### src/rtl/core/lnfb_pkg.sv
// Package with widths, codes and segment tables of the LCD number frame builder.
`timescale 1ns / 1ps

package lnfb_pkg;

  localparam int OPCODE_W    = 2;
  localparam int VALUE_W     = 32;
  localparam int POINT_W     = 4;
  localparam int BATT_W      = 2;
  localparam int CMD_W       = 8;
  localparam int BYTE_W      = 8;
  localparam int COUNT_W     = 5;
  localparam int CFG_INDEX_W = 2;
  localparam int CFG_DATA_W  = 5;

  localparam int MAX_DIGITS_DEF = 16;
  localparam int MIN_DIGITS     = 2;

  // Divide by ten through a reciprocal multiply: floor(x * RECIP_10 / 2**35) == x / 10
  // for every 32-bit x.
  localparam int                 PROD_W      = 2 * VALUE_W;
  localparam logic [VALUE_W-1:0] RECIP_10    = 32'hCCCC_CCCD;
  localparam int                 RECIP_SHIFT = 35;

  localparam logic [BYTE_W-1:0] WRITE_HEADER = 8'hA0;
  localparam logic [BYTE_W-1:0] BATTERY_MARK = 8'h80;
  localparam int                BATT_FIRST   = 4;

  typedef enum logic [OPCODE_W-1:0] {
    OP_DEC  = 2'd0,
    OP_HEX  = 2'd1,
    OP_CMD  = 2'd2,
    OP_NONE = 2'd3
  } op_t;

  typedef enum logic [CFG_INDEX_W-1:0] {
    REG_DIGIT_COUNT    = 2'd0,
    REG_SEGMENT_LAYOUT = 2'd1
  } reg_idx_t;

  typedef enum logic [3:0] {
    S_IDLE,
    S_DIV,
    S_WRITE,
    S_HDR,
    S_RD,
    S_EMIT,
    S_TAIL,
    S_CMD0,
    S_CMD1
  } state_t;

  localparam logic [BYTE_W-1:0] SEG_STD [16] = '{
    8'h7D, 8'h60, 8'h3E, 8'h7A, 8'h63, 8'h5B, 8'h5F, 8'h70,
    8'h7F, 8'h7B, 8'h77, 8'h4F, 8'h1D, 8'h6E, 8'h1F, 8'h17
  };
  localparam logic [BYTE_W-1:0] SEG_CLK [16] = '{
    8'hAF, 8'hA0, 8'hCB, 8'hE9, 8'hE4, 8'h6D, 8'h6F, 8'hA8,
    8'hEF, 8'hED, 8'hEE, 8'h67, 8'h0F, 8'hE3, 8'h4F, 8'h4E
  };

  function automatic logic [BYTE_W-1:0] seg_code(input logic layout, input logic [3:0] digit);
    return layout ? SEG_CLK[digit] : SEG_STD[digit];
  endfunction

  function automatic logic [BYTE_W-1:0] minus_code(input logic layout);
    return layout ? 8'h40 : 8'h02;
  endfunction

  function automatic logic [BYTE_W-1:0] point_code(input logic layout);
    return layout ? 8'h10 : 8'h80;
  endfunction

endpackage

### src/rtl/core/lnfb_if.sv
// Handshake interfaces for the request, frame byte and configuration channels.
`timescale 1ns / 1ps

interface lnfb_req_if;
  import lnfb_pkg::*;
  logic                valid;
  logic                ready;
  logic [OPCODE_W-1:0] opcode;
  logic [VALUE_W-1:0]  number_value;
  logic [POINT_W-1:0]  point_position;
  logic                zero_fill;
  logic [BATT_W-1:0]   battery_level;
  logic [CMD_W-1:0]    command_code;

  modport source (output valid, opcode, number_value, point_position, zero_fill,
                  battery_level, command_code, input ready);
  modport sink   (input valid, opcode, number_value, point_position, zero_fill,
                  battery_level, command_code, output ready);
endinterface

interface lnfb_frame_if;
  import lnfb_pkg::*;
  logic              valid;
  logic              ready;
  logic [BYTE_W-1:0] frame_byte;
  logic              last_byte;

  modport source (output valid, frame_byte, last_byte, input ready);
  modport sink   (input valid, frame_byte, last_byte, output ready);
endinterface

interface lnfb_cfg_if;
  import lnfb_pkg::*;
  logic                   valid;
  logic                   ready;
  logic [CFG_INDEX_W-1:0] index;
  logic [CFG_DATA_W-1:0]  data;

  modport source (output valid, index, data, input ready);
  modport sink   (input valid, index, data, output ready);
endinterface

### src/rtl/core/lcd_number_frame_builder.sv
// Top level: builds the serial byte frame for a segment LCD controller.
//
//   channel  dir  payload                                             one transaction
//   req      in   opcode, value, point, zero fill, battery, command   one request
//   frame    out  frame_byte, last_byte                               one frame byte
//   cfg      in   index, data                                         one register write
//
// A command request passes through S_CMD0 and S_CMD1 before the next request can be taken.
// A hex request writes one digit byte per cycle, then reads each stored byte back through S_RD
// and S_EMIT, with acceptance, header (S_HDR) and tail (S_TAIL) as steps of their own.
// A decimal request spends one divide-by-ten step in S_DIV before each digit write.
// Reset has no clearing pass; every number request writes all digit bytes before reading.
// A stall on frame holds the sequencer; the next request is taken once the tail byte is loaded.
`timescale 1ns / 1ps

module lcd_number_frame_builder #(
  parameter int MAX_DIGITS = lnfb_pkg::MAX_DIGITS_DEF
) (
  input  logic           clk,
  input  logic           rst,
  lnfb_req_if.sink       req,
  lnfb_frame_if.source   frame,
  lnfb_cfg_if.sink       cfg
);
  import lnfb_pkg::*;

  localparam int DEPTH = MAX_DIGITS + 2;
  localparam int AW    = $clog2(DEPTH);

  state_t state, state_next;

  logic [COUNT_W-1:0] digit_count;
  logic               layout;

  op_t                op;
  logic               neg;
  logic               fill;
  logic [POINT_W-1:0] point;
  logic [BATT_W-1:0]  batt;
  logic [CMD_W-1:0]   cmd;

  logic [VALUE_W-1:0]    bin;
  logic [VALUE_W-1:0]    quot;
  logic [PROD_W-1:0]     recip_prod;
  logic [3:0]            tens_lo;
  logic [3:0]            digit;
  logic [VALUE_W-1:0]    rest;
  logic [AW-1:0]         addr;
  logic                  ended;
  logic                  minus_next;
  logic                  prev_lsb;

  logic [BYTE_W-1:0] mem [DEPTH];
  logic [BYTE_W-1:0] rdata;
  logic [BYTE_W-1:0] wdata;
  logic              wr_en;
  logic              rd_en;

  logic              out_valid;
  logic [BYTE_W-1:0] out_byte;
  logic              out_last;
  logic              out_free;
  logic              load_out;
  logic [BYTE_W-1:0] load_byte;
  logic              load_last;

  logic               at_last;
  logic               rem_zero;
  logic               req_fire;
  logic [VALUE_W-1:0] mag_in;

  assign req.ready   = (state == S_IDLE);
  assign req_fire    = req.valid && req.ready;
  assign cfg.ready   = 1'b1;
  assign frame.valid = out_valid;
  assign frame.frame_byte = out_byte;
  assign frame.last_byte  = out_last;
  assign out_free    = !out_valid || frame.ready;

  assign at_last  = (COUNT_W'(addr) == digit_count);
  assign mag_in   = (op_t'(req.opcode) == OP_DEC && req.number_value[VALUE_W-1]) ?
                    (~req.number_value + VALUE_W'(1)) : req.number_value;

  // For a decimal request the quotient of bin by ten is registered in S_DIV; the digit is bin - 10 * quotient,
  // of which only the low four bits are needed.
  assign recip_prod = PROD_W'(bin) * PROD_W'(RECIP_10);
  assign tens_lo    = {quot[0], 3'b0} + {quot[2:0], 1'b0};
  assign digit      = (op == OP_DEC) ? (bin[3:0] - tens_lo) : bin[3:0];
  assign rest       = (op == OP_DEC) ? quot : {4'b0, bin[VALUE_W-1:4]};
  assign rem_zero   = (rest == '0);

  // Byte for the current digit position, with point and battery marks merged in.
  always_comb begin
    if (minus_next) begin
      wdata = minus_code(layout);
    end else if (ended) begin
      wdata = '0;
    end else begin
      wdata = seg_code(layout, digit);
    end
    if (op == OP_DEC && point != '0 && COUNT_W'(point) < digit_count &&
        COUNT_W'(addr) == COUNT_W'(point)) begin
      wdata = wdata | point_code(layout);
    end
    if (COUNT_W'(addr) >= COUNT_W'(BATT_FIRST) &&
        COUNT_W'(addr) < COUNT_W'(BATT_FIRST) + COUNT_W'(batt)) begin
      wdata = wdata | BATTERY_MARK;
    end
  end

  always_ff @(posedge clk) begin
    if (rst) begin
      state <= S_IDLE;
    end else begin
      state <= state_next;
    end
  end

  always_comb begin
    state_next = state;
    load_out   = 1'b0;
    load_byte  = '0;
    load_last  = 1'b0;
    wr_en      = 1'b0;
    rd_en      = 1'b0;
    case (state)
      S_IDLE: begin
        if (req.valid) begin
          case (op_t'(req.opcode))
            OP_DEC:  state_next = S_DIV;
            OP_HEX:  state_next = S_WRITE;
            OP_CMD:  state_next = S_CMD0;
            default: state_next = S_IDLE;
          endcase
        end
      end
      S_DIV: begin
        state_next = S_WRITE;
      end
      S_WRITE: begin
        wr_en = 1'b1;
        if (at_last) begin
          state_next = S_HDR;
        end else if (op == OP_DEC) begin
          state_next = S_DIV;
        end
      end
      S_HDR: begin
        if (out_free) begin
          load_out   = 1'b1;
          load_byte  = WRITE_HEADER;
          state_next = S_RD;
        end
      end
      S_RD: begin
        rd_en      = 1'b1;
        state_next = S_EMIT;
      end
      S_EMIT: begin
        if (out_free) begin
          load_out   = 1'b1;
          load_byte  = {prev_lsb, rdata[BYTE_W-1:1]};
          state_next = at_last ? S_TAIL : S_RD;
        end
      end
      S_TAIL: begin
        if (out_free) begin
          load_out   = 1'b1;
          load_byte  = {prev_lsb, 7'b0};
          load_last  = 1'b1;
          state_next = S_IDLE;
        end
      end
      S_CMD0: begin
        if (out_free) begin
          load_out   = 1'b1;
          load_byte  = {1'b1, 2'b00, cmd[7:3]};
          state_next = S_CMD1;
        end
      end
      S_CMD1: begin
        if (out_free) begin
          load_out   = 1'b1;
          load_byte  = {cmd[2:0], 5'b0};
          load_last  = 1'b1;
          state_next = S_IDLE;
        end
      end
      default: state_next = S_IDLE;
    endcase
  end

  always_ff @(posedge clk) begin
    if (req_fire) begin
      op         <= op_t'(req.opcode);
      neg        <= (op_t'(req.opcode) == OP_DEC) && req.number_value[VALUE_W-1];
      fill       <= req.zero_fill;
      point      <= req.point_position;
      batt       <= req.battery_level;
      cmd        <= req.command_code;
      bin        <= mag_in;
      quot       <= '0;
      addr       <= AW'(1);
      ended      <= 1'b0;
      minus_next <= 1'b0;
    end else begin
      case (state)
        S_DIV: begin
          quot <= VALUE_W'(recip_prod[PROD_W-1:RECIP_SHIFT]);
        end
        S_WRITE: begin
          bin    <= rest;
          addr   <= at_last ? AW'(1) : addr + AW'(1);
          if (minus_next) begin
            minus_next <= 1'b0;
          end else if (!ended && rem_zero) begin
            // A negative number ends with its sign; zero fill only pads positives.
            if (neg) begin
              minus_next <= 1'b1;
              ended      <= 1'b1;
            end else if (!fill) begin
              ended <= 1'b1;
            end
          end
        end
        S_HDR: begin
          prev_lsb <= 1'b0;
        end
        S_EMIT: begin
          if (out_free) begin
            prev_lsb <= rdata[0];
            if (!at_last) begin
              addr <= addr + AW'(1);
            end
          end
        end
        default: ;
      endcase
    end
  end

  always_ff @(posedge clk) begin
    if (wr_en) begin
      mem[addr] <= wdata;
    end
  end

  always_ff @(posedge clk) begin
    if (rd_en) begin
      rdata <= mem[addr];
    end
  end

  always_ff @(posedge clk) begin
    if (rst) begin
      out_valid <= 1'b0;
    end else if (load_out) begin
      out_valid <= 1'b1;
    end else if (frame.ready) begin
      out_valid <= 1'b0;
    end
  end

  always_ff @(posedge clk) begin
    if (load_out) begin
      out_byte <= load_byte;
      out_last <= load_last;
    end
  end

  always_ff @(posedge clk) begin
    if (rst) begin
      digit_count <= COUNT_W'(MAX_DIGITS);
      layout      <= 1'b0;
    end else if (cfg.valid) begin
      case (reg_idx_t'(cfg.index))
        REG_DIGIT_COUNT: begin
          if (COUNT_W'(cfg.data) > COUNT_W'(MAX_DIGITS)) begin
            digit_count <= COUNT_W'(MAX_DIGITS);
          end else if (COUNT_W'(cfg.data) < COUNT_W'(MIN_DIGITS)) begin
            digit_count <= COUNT_W'(MIN_DIGITS);
          end else begin
            digit_count <= COUNT_W'(cfg.data);
          end
        end
        REG_SEGMENT_LAYOUT: layout <= cfg.data[0];
        default: ;
      endcase
    end
  end

endmodule

### src/flat_wrapper.sv
// flat-port wrapper written by rule: the top's interface ports become plain ports
module lcd_number_frame_builder_flat import lnfb_pkg::*;
#(
  parameter int MAX_DIGITS = lnfb_pkg::MAX_DIGITS_DEF
)
  (clk, rst, req_valid, req_opcode, req_number_value, req_point_position, req_zero_fill, req_battery_level, req_command_code, req_ready, frame_valid, frame_frame_byte, frame_last_byte, frame_ready, cfg_valid, cfg_index, cfg_data, cfg_ready);
  lnfb_req_if req_i ();
  lnfb_frame_if frame_i ();
  lnfb_cfg_if cfg_i ();
  input  logic clk;
  input  logic rst;
  input wire logic [$bits(req_i.valid)-1:0] req_valid;
  input wire logic [$bits(req_i.opcode)-1:0] req_opcode;
  input wire logic [$bits(req_i.number_value)-1:0] req_number_value;
  input wire logic [$bits(req_i.point_position)-1:0] req_point_position;
  input wire logic [$bits(req_i.zero_fill)-1:0] req_zero_fill;
  input wire logic [$bits(req_i.battery_level)-1:0] req_battery_level;
  input wire logic [$bits(req_i.command_code)-1:0] req_command_code;
  output wire logic [$bits(req_i.ready)-1:0] req_ready;
  output wire logic [$bits(frame_i.valid)-1:0] frame_valid;
  output wire logic [$bits(frame_i.frame_byte)-1:0] frame_frame_byte;
  output wire logic [$bits(frame_i.last_byte)-1:0] frame_last_byte;
  input wire logic [$bits(frame_i.ready)-1:0] frame_ready;
  input wire logic [$bits(cfg_i.valid)-1:0] cfg_valid;
  input wire logic [$bits(cfg_i.index)-1:0] cfg_index;
  input wire logic [$bits(cfg_i.data)-1:0] cfg_data;
  output wire logic [$bits(cfg_i.ready)-1:0] cfg_ready;
  assign req_i.valid = req_valid;
  assign req_i.opcode = req_opcode;
  assign req_i.number_value = req_number_value;
  assign req_i.point_position = req_point_position;
  assign req_i.zero_fill = req_zero_fill;
  assign req_i.battery_level = req_battery_level;
  assign req_i.command_code = req_command_code;
  assign req_ready = req_i.ready;
  assign frame_valid = frame_i.valid;
  assign frame_frame_byte = frame_i.frame_byte;
  assign frame_last_byte = frame_i.last_byte;
  assign frame_i.ready = frame_ready;
  assign cfg_i.valid = cfg_valid;
  assign cfg_i.index = cfg_index;
  assign cfg_i.data = cfg_data;
  assign cfg_ready = cfg_i.ready;
  lcd_number_frame_builder #(.MAX_DIGITS(MAX_DIGITS)) u_core (.clk(clk), .rst(rst), .req(req_i), .frame(frame_i), .cfg(cfg_i));
endmodule
### config.mk
export PLATFORM = sky130hd
export DESIGN_NAME = lcd_number_frame_builder_flat
export DESIGN_NICKNAME = d
export VERILOG_FILES = /design/src/rtl/core/lnfb_pkg.sv /design/src/rtl/core/lnfb_if.sv /design/src/rtl/core/lcd_number_frame_builder.sv /design/src/flat_wrapper.sv
export SDC_FILE = /design/constraint.sdc
export NUM_CORES = 2
export LEC_CHECK = 0
export BUFFER_PORTS_ARGS = -buffer_cell sky130_fd_sc_hd__buf_2
export CAP_MARGIN = 20
export CORE_UTILIZATION = 60
export DETAILED_ROUTE_END_ITERATION = 6
export PLACE_DENSITY_LB_ADDON = 0.08
export SYNTH_ARGS = -nofsm -noshare
export SYNTH_HDL_FRONTEND = slang
export SYNTH_SLANG_ARGS = --single-unit
### constraint.sdc
create_clock -name clk -period 12.95 [get_ports clk]
set_clock_uncertainty 0.1 [all_clocks]
set_input_delay 1.295 -clock clk [delete_from_list [all_inputs] [get_ports clk]]
set_output_delay 1.295 -clock clk [all_outputs]
set_load 0.1 [all_outputs]
==> reports/metrics.csv <==
stage;metric;value;unit
yosys;Avg Cell Area, Syn;10.9;um^2
floorplanning;die footprint;48200;um^2
yosys;synthesized flop and latch total;259;
hold_path;Hold/Removal Path Class;flip-flop to flip-flop;
clocking;TritonCTS clock tree;built;
placed_design;DP Area;29400;um^2
setup_path;Worst R2R Start;u_core.bin[1]$_DFFE_PP_;
yosys;Main synth FF type;edfxtp_1;
detailed_routing;drt wl/cell;24.4;um
detailed_routing;DRC errors left;0;
global_routing;initial antenna violation count;0;
detailed_routing;top layer in use;met4;
clocking;clock latency on the worst-skew pair;570;ps
global_routing;pin count of the biggest net entering global routing;80;
clocking;clock tree root driver cell;clkbuf_16;
final_layout;Layout Nets;3476;
setup_path;Data required, critical path;13340;ps
hold_path;Hold EP;u_core.quot[4]$_SDFFE_PP0P_;
floorplanning;Die H;219;um
detailed_routing;post-route ant nets;0;
global_routing;first-pass GRT wire length;120000;um
floorplanning;io pins;73;
final_layout;Filler Cell Count;3719;
final_layout;Area growth, synth to finish;7.42;%
yosys;top-area cell type share of the netlist area;0.273;
yosys;Netlist cell types;75;
global_routing;total gr overflow;0;
global_routing;vias in the first global route;19900;
setup_path;critical path launch point type;flip-flop;
final_layout;diode count;0;
sta;Setup TNS;0;ps
yosys;main area contributors after synthesis;fa_1 (27%), edfxtp_1 (22%), ha_1 (16%);
clocking;Clock transition at path regs;60;ps
sta;actual slew at the worst max-slew pin;1090;ps
setup_path;worst reg-to-reg path cell count;23;
sta;final setup fails;0;
yosys;Syn Inst Count;2602;
clocking;postcts setup bufs;0;
detailed_routing;Starting DRT DRC Count;1521;
final_layout;design area;30500;um^2
clocking;Max Buffers Root-to-Sink;3;
setup_path;CP Capture Type;flip-flop;
yosys;Synth async-reset ratio;0;
setup_path;R2R Setup Slk;4440;ps
placed_design;input/output buffers;71;
job;Max-Cap Viols;0;
final_layout;layout cells sized above 1;0.0787;
clocking;hold_buf cts;0;
yosys;dominant cell type by area after synthesis;fa_1;
detailed_routing;drt total wl;80300;um
clocking;Max H-tree Level;1;
floorplanning;die width;219;um
setup_path;worst stage delay on the critical path;740;ps
setup_path;slowest stage cell on the critical path;nor4_1;
floorplanning;Core Area;46600;um^2
detailed_routing;vias per inst;5.86;
detailed_routing;Met2 Routed Length;36900;um
sta;final hold violations;0;
final_layout;commonest non-fill, non-tap cells in the layout;inv_1 (582), fa_1 (387), ha_1 (369), edfxtp_1 (212), nand2_1 (126);
floorplanning;FP Rows;79;
yosys;synth warn;0;
final_layout;most common cell after layout, fill and taps aside;inv_1;
sta;Final period util;0.657;
clocking;clock sink total;259;
placed_design;post-DP HPWL;68200;um
setup_path;WP data arrival;8900;ps
detailed_routing;met3 routed WL;5710;um
setup_path;cells along the critical path;ha_1, xor2_1, ha_1, or2_2, fa_1, fa_1, fa_1, fa_1, fa_1, inv_1, fa_1, inv_1, ha_1, nand3_1, nor4_1, nor3b_1, buf_4, nand3_1, a41oi_1, a221o_1, a21boi_0, xor2_1, o21ai_0;
detailed_routing;Vias;19300;
yosys;Syn Nets;3419;
placed_design;Routability Congestion;1.00;
floorplanning;Initial Utilization;0.609;
sta;Max Clk Rate;117;MHz
sta;Slew Limit Fails;0;
hold_path;Hold Path Origin;u_core.quot[4]$_SDFFE_PP0P_;
yosys;synthesized area;28400;um^2
yosys;number of flops mapped to enable cells by yosys;212;
setup_path;R2R Path End;u_core.quot[18]$_SDFFE_PP0P_;
sta;Final min period;8510;ps
detailed_routing;Initial DRT Pass Iterations;7;
yosys;register area share after synthesis;0.258;
sta;Slew HR;0.273;
detailed_routing;met1 WL;34900;um
outcome;status;finished clean;
setup_path;most used cell, CP;fa_1;
sta;RSZ-0062 raised after global routing;no;
setup_path;critical setup path kind;flip-flop to flip-flop;
hold_path;hold depth;2;
clocking;CTS Buf Count;29;
clocking;post-CTS sizing;0;
global_routing;Total GRT Usage;0.345;
setup_path;CP max FO;9;
## cells in the mapped netlist, drive strengths merged (10+ instances only)
cell type and number:
nand4 21, a21oi 121, clkbuf 49, xor2 52
nor3 33, and3 11, nand2b 11, a21o 22
nand3 30, edfxtp 212, o21ai 69, nor4 20
fa 387, ha 369, nand2 127, mux2i 24
a211oi 13, buf 14, dfxtp 47, o31ai 10
and2 26, xnor2 59, nor2 122, mux4 40
inv 582, a31oi 27
## worst max path at each step
stage	endpoint	from	cells past startpoint	slack, ps
CTS	u_core.quot[18]$_SDFFE_PP0P_	u_core.bin[1]$_DFFE_PP_	23	4640
detailed placement	u_core.quot[20]$_SDFFE_PP0P_	u_core.bin[17]$_DFFE_PP_	23	4660
finish	u_core.quot[18]$_SDFFE_PP0P_	u_core.bin[1]$_DFFE_PP_	23	4440
floorplan	u_core.quot[20]$_SDFFE_PP0P_	u_core.bin[17]$_DFFE_PP_	23	5850
global route	u_core.quot[18]$_SDFFE_PP0P_	u_core.bin[17]$_DFFE_PP_	25	4250
global placement	u_core.quot[18]$_SDFFE_PP0P_	u_core.bin[1]$_DFFE_PP_	23	4750
## layer usage
metal,up-vias,GRT usage
li1,8722,-
met1,9726,0.494
met2,716,0.541
met3,105,0.0535
met4,0,0.110
met5,-,0
## layout make-up
| class | instances | area, um^2 | area share |
|---|---|---|---|
| Tap cell | 607 | 759 | 0.0249 |
| Multi-Input combinational cell | 1698 | 18600 | 0.611 |
| Clock inverter | 25 | 377 | 0.0124 |
| Clock buffer | 29 | 726 | 0.0238 |
| Sequential cell | 259 | 7310 | 0.240 |
| Timing Repair Buffer | 89 | 494 | 0.0162 |
| Inverter | 582 | 2180 | 0.0717 |
## cells by family (layout without fill, tap and decap cells)
kind of cell	Yosys count	count (layout)	synth area share
compound gates	328	328	0.0722
other cells	1	1	0.000132
fa+ha+maj	756	756	0.436
mux	65	65	0.0406
simple gates	437	437	0.0730
xor+xnor	111	111	0.0343
flops	259	259	0.258
buf+inv	645	725	0.0864
## through the flow
step	instances	hold slack, ps	setup WS (ps)	utilization
3_5_place_dp	3234	361	4660	0.631
5_1_grt	3289	396	4250	0.655
6_report	3289	374	4440	0.655
4_1_cts	3288	372	4640	0.654
2_1_floorplan	2602	324	5850	-
3_3_place_gp	3234	356	4750	0.631
## registers in the layout, indices dropped and copies added, names as in the netlist, 2 cells and up
register                 cells
u_core.bin                  32
u_core.digit_count           5
u_core.state                 4
u_core.mem                 144
u_core.rdata                 8
u_core.quot                 29
u_core.cmd                   8
u_core.addr                  5
u_core.point                 4
u_core.op                    2
u_core.frame.frame_byte      8
u_core.batt                  2
## worst max-delay path, delay by kind of cell, from the launching register on
| kind | cells | cell delay, ps |
|---|---|---|
| flip-flops | 1 | 690 |
| adder cells (fa/ha/maj) | 9 | 4360 |
| AO/OA/AOI/OAI | 4 | 990 |
| AND/OR/NAND/NOR | 5 | 1590 |
| buffers and inverters | 3 | 320 |
| XOR/XNOR | 2 | 370 |
Power is not shown: default switching activity piles up to over one toggle a cycle in this logic, so the estimate is an artifact.
